**config.mk**
```make
export PLATFORM = sky130hd
export DESIGN_NAME = fit_policy_block_allocator
export DESIGN_NICKNAME = d
export VERILOG_FILES = /design/src/hdl/fpba_pkg.sv /design/src/hdl/fpba_table_ram.sv /design/src/hdl/fpba_ctrl.sv /design/src/hdl/fit_policy_block_allocator.sv
export SDC_FILE = /design/constraint.sdc
export NUM_CORES = 2
export LEC_CHECK = 0
export ABC_AREA = 0
export BUFFER_PORTS_ARGS = -buffer_cell sky130_fd_sc_hd__buf_2
export CORE_AREA = 2 2 468 470
export DETAILED_ROUTE_END_ITERATION = 16
export DIE_AREA = 0 0 470 472
export GPL_ROUTABILITY_DRIVEN = 0
export SLEW_MARGIN = 15
export SYNTH_ARGS = -nofsm -noshare
export SYNTH_HDL_FRONTEND = slang
export SYNTH_SLANG_ARGS = --single-unit
```
**constraint.sdc**
```tcl
create_clock -name aclk -period 11.75 [get_ports aclk]
set_input_delay 1.7625 -clock aclk [delete_from_list [all_inputs] [get_ports aclk]]
set_output_delay 1.7625 -clock aclk [all_outputs]
set_load 0.1 [all_outputs]
```
**src/hdl/fpba_pkg.sv**
```systemverilog
// types, codes and helpers of the fit policy block allocator
// no dependencies
package fpba_pkg;

    localparam int REQ_W      = 16;
    localparam int FIDX_W     = 6;
    localparam int BIDX_W     = 6;
    localparam int ADDR_OUT_W = 16;
    localparam int SIZE_W     = 17;
    localparam int MODE_W     = 2;

    localparam logic CMD_ALLOC = 1'b0;
    localparam logic CMD_FREE  = 1'b1;

    typedef enum logic [MODE_W-1:0] {
        FIT_FIRST = 2'd0,
        FIT_NEXT  = 2'd1,
        FIT_BEST  = 2'd2,
        FIT_WORST = 2'd3
    } fit_mode_t;

    typedef enum logic [2:0] {
        STAT_REUSED  = 3'd0,
        STAT_GROWN   = 3'd1,
        STAT_ZERO    = 3'd2,
        STAT_NOSPACE = 3'd3,
        STAT_FREED   = 3'd4,
        STAT_BADFREE = 3'd5
    } status_t;

    typedef enum logic [2:0] {
        S_IDLE,
        S_FREE_RD,
        S_SCAN,
        S_DECIDE,
        S_RESP
    } state_t;

    typedef struct packed {
        logic              cmd;
        logic [REQ_W-1:0]  req_size;
        logic [FIDX_W-1:0] free_index;
    } in_item_t;

    typedef struct packed {
        status_t               status;
        logic [BIDX_W-1:0]     block_index;
        logic [ADDR_OUT_W-1:0] data_address;
        logic [SIZE_W-1:0]     granted_size;
    } out_item_t;

    function automatic out_item_t make_item(input status_t st,
                                            input logic [BIDX_W-1:0] idx,
                                            input logic [ADDR_OUT_W-1:0] addr,
                                            input logic [SIZE_W-1:0] sz);
        out_item_t r;
        r.status       = st;
        r.block_index  = idx;
        r.data_address = addr;
        r.granted_size = sz;
        return r;
    endfunction

endpackage

```
**src/hdl/fpba_table_ram.sv**
```systemverilog
// block table memory: one write port, one read port, registered read data
// no dependencies
module fpba_table_ram #(
    parameter int DEPTH = 64,
    parameter int WIDTH = 34
) (
    input  logic                     aclk,
    input  logic                     wr_en,
    input  logic [$clog2(DEPTH)-1:0] wr_addr,
    input  logic [WIDTH-1:0]         wr_data,
    input  logic                     rd_en,
    input  logic [$clog2(DEPTH)-1:0] rd_addr,
    output logic [WIDTH-1:0]         rd_data
);

    logic [WIDTH-1:0] mem [DEPTH];
    logic [WIDTH-1:0] rd_data_reg;

    always_ff @(posedge aclk) begin
        if (wr_en) begin
            mem[wr_addr] <= wr_data;
        end
    end

    always_ff @(posedge aclk) begin
        if (rd_en) begin
            rd_data_reg <= mem[rd_addr];
        end
    end

    assign rd_data = rd_data_reg;

endmodule

```
**src/hdl/fpba_ctrl.sv**
```systemverilog
// sequencer of the allocator: table scan, fit choice, table update, result
// depends on fpba_pkg; drives the ports of fpba_table_ram
module fpba_ctrl #(
    parameter int MAX_BLOCKS   = 64,
    parameter int HEAP_BYTES   = 65536,
    parameter int HEADER_BYTES = 32
) (
    input  logic                          aclk,
    input  logic                          aresetn,
    input  logic                          cfg_valid,
    input  logic [fpba_pkg::MODE_W-1:0]   cfg_data,
    input  logic                          s_valid,
    output logic                          s_ready,
    input  fpba_pkg::in_item_t            s_item,
    output logic                          res_valid,
    input  logic                          res_ready,
    output fpba_pkg::out_item_t           res_item,
    output logic                          wr_en,
    output logic [$clog2(MAX_BLOCKS)-1:0] wr_addr,
    output logic [fpba_pkg::SIZE_W+$clog2(HEAP_BYTES):0] wr_data,
    output logic                          rd_en,
    output logic [$clog2(MAX_BLOCKS)-1:0] rd_addr,
    input  logic [fpba_pkg::SIZE_W+$clog2(HEAP_BYTES):0] rd_data
);
    import fpba_pkg::*;

    localparam int IDX_W  = $clog2(MAX_BLOCKS);
    localparam int CNT_W  = $clog2(MAX_BLOCKS + 1);
    localparam int HT_W   = $clog2(HEAP_BYTES + 1);
    localparam int OFS_W  = $clog2(HEAP_BYTES);
    localparam int ENT_W  = 1 + SIZE_W + OFS_W;
    localparam int FI_W   = (CNT_W > FIDX_W) ? CNT_W : FIDX_W;
    localparam int SUM_W  = ((HT_W > SIZE_W) ? HT_W : SIZE_W) + 1;
    localparam int ADDR_W = ((OFS_W > ADDR_OUT_W) ? OFS_W : ADDR_OUT_W) + 1;

    state_t              state_reg, state_next;
    fit_mode_t           mode_reg, mode_next;
    logic [CNT_W-1:0]    count_reg, count_next;
    logic [HT_W-1:0]     heap_top_reg, heap_top_next;
    logic [IDX_W-1:0]    cursor_reg, cursor_next;
    logic                cursor_valid_reg, cursor_valid_next;
    logic [SIZE_W-1:0]   need_reg, need_next;
    logic [IDX_W-1:0]    j_reg, j_next;
    logic [CNT_W-1:0]    k_reg, k_next;
    logic                rv_reg, rv_next;
    logic [IDX_W-1:0]    ridx_reg, ridx_next;
    logic                win_valid_reg, win_valid_next;
    logic [IDX_W-1:0]    win_idx_reg, win_idx_next;
    logic [SIZE_W-1:0]   win_size_reg, win_size_next;
    logic [OFS_W-1:0]    win_ofs_reg, win_ofs_next;
    out_item_t           res_reg, res_next;

    logic                rd_free;
    logic [SIZE_W-1:0]   rd_size;
    logic [OFS_W-1:0]    rd_ofs;
    logic [SIZE_W-1:0]   need_c;
    logic [FI_W-1:0]     fidx_ext;
    logic [IDX_W-1:0]    start_c;
    logic [SUM_W-1:0]    grow_sum;
    logic                issue;
    logic                fits;
    logic                single_hit;

    function automatic logic [ADDR_OUT_W-1:0] data_addr(input logic [OFS_W-1:0] ofs);
        logic [ADDR_W-1:0] a;
        a = ADDR_W'(ofs) + ADDR_W'(HEADER_BYTES);
        return a[ADDR_OUT_W-1:0];
    endfunction

    function automatic logic [BIDX_W-1:0] index_out(input logic [IDX_W-1:0] i);
        logic [FI_W-1:0] e;
        e = FI_W'(i);
        return e[BIDX_W-1:0];
    endfunction

    assign rd_free = rd_data[ENT_W-1];
    assign rd_size = rd_data[OFS_W +: SIZE_W];
    assign rd_ofs  = rd_data[OFS_W-1:0];

    // round up to a multiple of four
    always_comb begin
        need_c = {1'b0, s_item.req_size} + SIZE_W'(3);
        need_c[1:0] = 2'b00;
    end

    assign fidx_ext = FI_W'(s_item.free_index);
    assign start_c  = (mode_reg == FIT_NEXT && cursor_valid_reg &&
                       CNT_W'(cursor_reg) < count_reg) ? cursor_reg : '0;
    assign grow_sum = SUM_W'(heap_top_reg) + SUM_W'(HEADER_BYTES) + SUM_W'(need_reg);
    assign issue    = (k_reg != count_reg);
    assign fits     = rv_reg && rd_free && (rd_size >= need_reg);
    assign single_hit = (mode_reg == FIT_FIRST) || (mode_reg == FIT_NEXT);

    always_ff @(posedge aclk) begin
        if (!aresetn) begin
            state_reg        <= S_IDLE;
            mode_reg         <= FIT_FIRST;
            count_reg        <= '0;
            heap_top_reg     <= '0;
            cursor_reg       <= '0;
            cursor_valid_reg <= 1'b0;
            rv_reg           <= 1'b0;
            win_valid_reg    <= 1'b0;
        end else begin
            state_reg        <= state_next;
            mode_reg         <= mode_next;
            count_reg        <= count_next;
            heap_top_reg     <= heap_top_next;
            cursor_reg       <= cursor_next;
            cursor_valid_reg <= cursor_valid_next;
            rv_reg           <= rv_next;
            win_valid_reg    <= win_valid_next;
        end
    end

    always_ff @(posedge aclk) begin
        need_reg     <= need_next;
        j_reg        <= j_next;
        k_reg        <= k_next;
        ridx_reg     <= ridx_next;
        win_idx_reg  <= win_idx_next;
        win_size_reg <= win_size_next;
        win_ofs_reg  <= win_ofs_next;
        res_reg      <= res_next;
    end

    always_comb begin
        state_next        = state_reg;
        mode_next         = cfg_valid ? fit_mode_t'(cfg_data) : mode_reg;
        count_next        = count_reg;
        heap_top_next     = heap_top_reg;
        cursor_next       = cursor_reg;
        cursor_valid_next = cursor_valid_reg;
        need_next         = need_reg;
        j_next            = j_reg;
        k_next            = k_reg;
        rv_next           = 1'b0;
        ridx_next         = ridx_reg;
        win_valid_next    = win_valid_reg;
        win_idx_next      = win_idx_reg;
        win_size_next     = win_size_reg;
        win_ofs_next      = win_ofs_reg;
        res_next          = res_reg;
        s_ready           = 1'b0;
        res_valid         = 1'b0;
        rd_en             = 1'b0;
        rd_addr           = j_reg;
        wr_en             = 1'b0;
        wr_addr           = win_idx_reg;
        wr_data           = {1'b0, win_size_reg, win_ofs_reg};

        unique case (state_reg)
            S_IDLE: begin
                s_ready        = 1'b1;
                win_valid_next = 1'b0;
                if (s_valid) begin
                    need_next = need_c;
                    if (s_item.cmd == CMD_FREE) begin
                        if (fidx_ext >= FI_W'(count_reg)) begin
                            res_next   = make_item(STAT_BADFREE, '0, '0, '0);
                            state_next = S_RESP;
                        end else begin
                            rd_en        = 1'b1;
                            rd_addr      = fidx_ext[IDX_W-1:0];
                            win_idx_next = fidx_ext[IDX_W-1:0];
                            state_next   = S_FREE_RD;
                        end
                    end else if (s_item.req_size == '0) begin
                        res_next   = make_item(STAT_ZERO, '0, '0, '0);
                        state_next = S_RESP;
                    end else begin
                        j_next     = start_c;
                        k_next     = '0;
                        state_next = S_SCAN;
                    end
                end
            end

            S_FREE_RD: begin
                if (rd_free) begin
                    res_next = make_item(STAT_BADFREE, '0, '0, '0);
                end else begin
                    wr_en    = 1'b1;
                    wr_data  = {1'b1, rd_size, rd_ofs};
                    res_next = make_item(STAT_FREED, index_out(win_idx_reg),
                                         data_addr(rd_ofs), rd_size);
                end
                state_next = S_RESP;
            end

            S_SCAN: begin
                // one read issued per cycle, evaluated when its data returns
                if (issue) begin
                    rd_en     = 1'b1;
                    rd_addr   = j_reg;
                    rv_next   = 1'b1;
                    ridx_next = j_reg;
                    k_next    = k_reg + CNT_W'(1);
                    if (CNT_W'(j_reg) + CNT_W'(1) == count_reg) begin
                        j_next = '0;
                    end else begin
                        j_next = j_reg + IDX_W'(1);
                    end
                end
                if (fits && (single_hit || !win_valid_reg ||
                             (mode_reg == FIT_BEST && rd_size < win_size_reg) ||
                             (mode_reg == FIT_WORST && rd_size > win_size_reg))) begin
                    win_valid_next = 1'b1;
                    win_idx_next   = ridx_reg;
                    win_size_next  = rd_size;
                    win_ofs_next   = rd_ofs;
                end
                // first and next fit stop at the first hit
                if (fits && single_hit) begin
                    rv_next    = 1'b0;
                    state_next = S_DECIDE;
                end else if (!issue && !rv_reg) begin
                    state_next = S_DECIDE;
                end
            end

            S_DECIDE: begin
                if (win_valid_reg) begin
                    wr_en             = 1'b1;
                    cursor_next       = win_idx_reg;
                    cursor_valid_next = 1'b1;
                    res_next = make_item(STAT_REUSED, index_out(win_idx_reg),
                                         data_addr(win_ofs_reg), win_size_reg);
                end else begin
                    cursor_valid_next = 1'b0;
                    if (count_reg == CNT_W'(MAX_BLOCKS) ||
                        grow_sum > SUM_W'(HEAP_BYTES)) begin
                        res_next = make_item(STAT_NOSPACE, '0, '0, '0);
                    end else begin
                        wr_en         = 1'b1;
                        wr_addr       = count_reg[IDX_W-1:0];
                        wr_data       = {1'b0, need_reg, heap_top_reg[OFS_W-1:0]};
                        count_next    = count_reg + CNT_W'(1);
                        heap_top_next = grow_sum[HT_W-1:0];
                        res_next = make_item(STAT_GROWN, index_out(count_reg[IDX_W-1:0]),
                                             data_addr(heap_top_reg[OFS_W-1:0]), need_reg);
                    end
                end
                state_next = S_RESP;
            end

            S_RESP: begin
                res_valid = 1'b1;
                if (res_ready) begin
                    state_next = S_IDLE;
                end
            end

            default: begin
                state_next = S_IDLE;
            end
        endcase
    end

    assign res_item = res_reg;

endmodule

```
**src/hdl/fit_policy_block_allocator.sv**
```systemverilog
// top level of the fit policy block allocator: table memory, sequencer, output register
// depends on fpba_pkg, fpba_table_ram and fpba_ctrl
//
// Heap block allocator with first, next, best and worst fit, one item at a time.
// An allocate searches the table before its result reaches the output register: the
// search reads one table entry per cycle through the single read port of the table
// memory, and first and next fit stop at the first hit. A free of a valid index reads
// its table entry; a zero size allocate or a free of an index beyond the table is
// answered without a table read. s_ready is low while an item is at work; the output
// register lets the next item in while the previous result waits. The table memory
// is not cleared after reset: only entries already appended are read.
module fit_policy_block_allocator #(
    parameter int MAX_BLOCKS   = 64,
    parameter int HEAP_BYTES   = 65536,
    parameter int HEADER_BYTES = 32
) (
    input  logic                        aclk,
    input  logic                        aresetn,
    input  logic                        cfg_valid,
    output logic                        cfg_ready,
    input  logic [fpba_pkg::MODE_W-1:0] cfg_data,
    input  logic                        s_valid,
    output logic                        s_ready,
    input  fpba_pkg::in_item_t          s_item,
    output logic                        m_valid,
    input  logic                        m_ready,
    output fpba_pkg::out_item_t         m_item
);
    import fpba_pkg::*;

    localparam int IDX_W = $clog2(MAX_BLOCKS);
    localparam int ENT_W = 1 + SIZE_W + $clog2(HEAP_BYTES);

    logic             wr_en;
    logic [IDX_W-1:0] wr_addr;
    logic [ENT_W-1:0] wr_data;
    logic             rd_en;
    logic [IDX_W-1:0] rd_addr;
    logic [ENT_W-1:0] rd_data;
    logic             res_valid;
    logic             res_ready;
    out_item_t        res_item;
    logic             m_valid_reg;
    out_item_t        m_item_reg;

    fpba_table_ram #(
        .DEPTH (MAX_BLOCKS),
        .WIDTH (ENT_W)
    ) u_ram (
        .aclk    (aclk),
        .wr_en   (wr_en),
        .wr_addr (wr_addr),
        .wr_data (wr_data),
        .rd_en   (rd_en),
        .rd_addr (rd_addr),
        .rd_data (rd_data)
    );

    fpba_ctrl #(
        .MAX_BLOCKS   (MAX_BLOCKS),
        .HEAP_BYTES   (HEAP_BYTES),
        .HEADER_BYTES (HEADER_BYTES)
    ) u_ctrl (
        .aclk      (aclk),
        .aresetn   (aresetn),
        .cfg_valid (cfg_valid),
        .cfg_data  (cfg_data),
        .s_valid   (s_valid),
        .s_ready   (s_ready),
        .s_item    (s_item),
        .res_valid (res_valid),
        .res_ready (res_ready),
        .res_item  (res_item),
        .wr_en     (wr_en),
        .wr_addr   (wr_addr),
        .wr_data   (wr_data),
        .rd_en     (rd_en),
        .rd_addr   (rd_addr),
        .rd_data   (rd_data)
    );

    assign res_ready = !m_valid_reg || m_ready;
    assign cfg_ready = 1'b1;

    always_ff @(posedge aclk) begin
        if (!aresetn) begin
            m_valid_reg <= 1'b0;
        end else if (res_valid && res_ready) begin
            m_valid_reg <= 1'b1;
        end else if (m_ready) begin
            m_valid_reg <= 1'b0;
        end
    end

    always_ff @(posedge aclk) begin
        if (res_valid && res_ready) begin
            m_item_reg <= res_item;
        end
    end

    assign m_valid = m_valid_reg;
    assign m_item  = m_item_reg;

endmodule

```
==> flow_summary.ini <==
[synth]
ys_ff_latch = 2404
synth_area_leaders = edfxtp_1 (73%), nand2_1 (4.4%), mux2i_1 (4.1%)
synthTopCellsByCount = edfxtp_1 (2,367), nand2_1 (1,135), nand3_1 (420)
synth_seq_area_share = 0.740
synth_warnings = 0
synth.most_common_cell = edfxtp_1
synth_top_area_frac = 0.732
avgSynthCellArea_um2 = 14.9
syn_nets = 6611
synthCells = 6501
netlist.top_cell.by_area = edfxtp_1
synthArstFlopShare = 0
ys_types = 79
syn_area_um2 = 97000
synth_edf_count = 2367
synth_flop_cell = edfxtp_1

[layout]
nNetsFinal = 6724
largest_register_ffs = 2176
drive_gt1_frac = 0.127
finish.utilization = 0.505
synthToLayoutAreaGrowth_pct = 12.6

[power_and_ir_drop]
comb_power_share = 0.114
p_leak_nw = 36.6
swShare = 0.258
peakVddDrop_uv = 191
clockPowerShare = 0.382
cellPowerDensity_nw_per_um2 = 174
power.total_mw = 19.0
power.internal_mw = 14.1
power_frac_seq = 0.504
power.switching_mw = 4.91

[routing]
wl_met3_mm = 38.2
drt_iter0_drc = 9854
via_per_inst = 6.35
wirelength_mm = 316
met1_length_mm = 124
post-route-drc-count = 0
drt_pass1_iterations = 8
vias = 61426
antenna_left = 0
dr.max_layer_used = met5
post_drt_wl_per_cell_um = 32.7
dr_wl_met2_mm = 142

[timing]
finalWorstSetupSlack_ps = 4960
tightest_slew_ps = 1290
period_share = 0.578
final.setup.tns_ps = 0
finalCriticalPeriod_ps = 6790
fmax_mhz = 147
relSlewSlack = 0.131
rsz0062_at_grt = no
skew_ps = 41.3
finalMaxSlewViolations = 0
hold_viol_final = 0
finalSetupViolCount = 0

[floorplanning]
dieWidth_um = 470
num_rows = 171
initial_core_util = 0.448
die-area_um2 = 222000
dieHeight_um = 472
io_pins = 75
core_area_um2 = 217000

[cts]
ctsHoldBuffers = 0
clkTransAtPathRegs_ps = 70
cts_resized = 0
cts_buffers = 230
clk_latency_ps = 900
cts_tree = built
cts.sink_count = 2404
h-tree-depth = 4
post_cts_buffers = 0
clockBufferDepth = 3
cts_root_buf = clkbuf_16

[job]
cap_violations = 0

[place]
hpwlAfterDp_mm = 167
portBuffers = 73
place_ws_ps = 4570

[critical_path]
rr_endpoint = u_ram.rd_data[28]
rrSetupSlack_ps = 4960
ff2ff_path_depth = 12
arrival_ps = 7410
worst-path-max-fanout = 106
crit_path_start_kind = flop
crit_chain = clkinv_1 > ha_1 > nor3_1 > nor3_1 > a22oi_1 > and2_4 > buf_12 > buf_4 > mux4_2 > a2111oi_0 > nor3_1 > or4_1
max_stage_delay_ps = 790
cp_common_cell = nor3_1
slowest_stage = buf_4
cp_data_required_time_ps = 12370
worstSetupPathType = reg -> reg
worstSetupEndpointType = flop
worstReg2RegStart = u_ctrl.count_reg[2]

[min_path]
hp-start = u_ctrl.res_item[3]
min_path_type = reg -> reg
holdPathStages = 0
min_to = m_item[3]

[global_routing]
grtUsageTotal = 0.279
grt_overflow_total = 0
antenna_found_initial = 16
grt_pass1_vias = 57175
grt_pass1_wl_mm = 440
grt_max_degree = 127

[run_status]
status = finished, final reports clean
-- routing by layer --
metal / up-vias / global-route usage
met5: - / 0
met4: 8 / 0.0986
met3: 590 / 0.0626
met2: 4013 / 0.424
met1: 31471 / 0.395
li1: 25344 / -
-- critical path: cells and delay by family, from the launching register on --
kind	cells	cell delay, ps
AO/OA/AOI/OAI	2	800
adder cells (fa/ha/maj)	1	510
buffers and inverters	3	1970
flip-flops	1	680
multiplexers	1	600
AND/OR/NAND/NOR	5	1740
-- cell type report --
type | instances | area (um2)
Sequential cell | 2404 | 71800
Fill cell | 17947 | 107000
Inverter | 84 | 315
Clock inverter | 145 | 1270
Antenna cell | 11 | 27.5
Multi-Input combinational cell | 3607 | 24100
Tap cell | 2854 | 3570
Clock buffer | 284 | 6000
Timing Repair Buffer | 287 | 2200
-- metrics by stage --
step                instances  instance area (um2)  hold slack (ps)
finish                   9676               109000              408
global route             9671               109000              412
CTS                      9664               109000              408
detailed placement       9235               102000              405
global placement         9234               102000              403
floorplan                6501                97000              400
-- worst max-delay path by stage --
stage / startpoint / end / slack [ps] / cells past startpoint
CTS: u_ctrl.count_reg[2] / u_ram.rd_data[28] / 5200 / 12
global placement: s_item[2] / u_ram.rd_data[22] / 3910 / 12
detailed placement: s_item[5] / u_ram.rd_data[28] / 4570 / 12
global route: u_ctrl.count_reg[2] / u_ram.rd_data[28] / 4730 / 12
finish: u_ctrl.count_reg[2] / u_ram.rd_data[28] / 4960 / 12
floorplan: u_ctrl.need_reg[3] / u_ram.mem[0][11] / 4900 / 13
-- kinds of logic after synthesis --
kind of cell | after synthesis | synth area share
flops | 2404 | 0.740
simple gates | 1985 | 0.0907
compound gates | 971 | 0.0651
mux | 502 | 0.0650
buf+inv | 490 | 0.0225
fa+ha+maj | 80 | 0.0104
xor+xnor | 68 | 0.00614
other cells | 1 | 0.0000386
-- power by group through the flow --
stage          sequential [mW]  clock, mW  combinational (mW)
6_report                  9.59       7.27                2.17
5_1_grt                   9.59       7.65                2.27
4_1_cts                   9.59       7.32                2.12
3_5_place_dp              9.77          0                2.11
3_3_place_gp              9.77          0                2.09
2_1_floorplan             9.78          0                1.28
-- placed cells by master, fill, tap and decap left out, drive strengths merged, types with 70 or more instances in the layout --
cell | Yosys | layout
mux2i | 397 | 397
o22ai | 159 | 159
edfxtp | 2367 | 2367
clkbuf | 237 | 284
nand3 | 420 | 420
inv | 83 | 97
ha | 79 | 79
clkinv | 1 | 108
buf | 169 | 287
nor3 | 175 | 175
mux4 | 100 | 100
nand2 | 1136 | 1136
o21ai | 152 | 152
a21oi | 273 | 273
o221ai | 70 | 70
(Power assumes the default switching activity.)
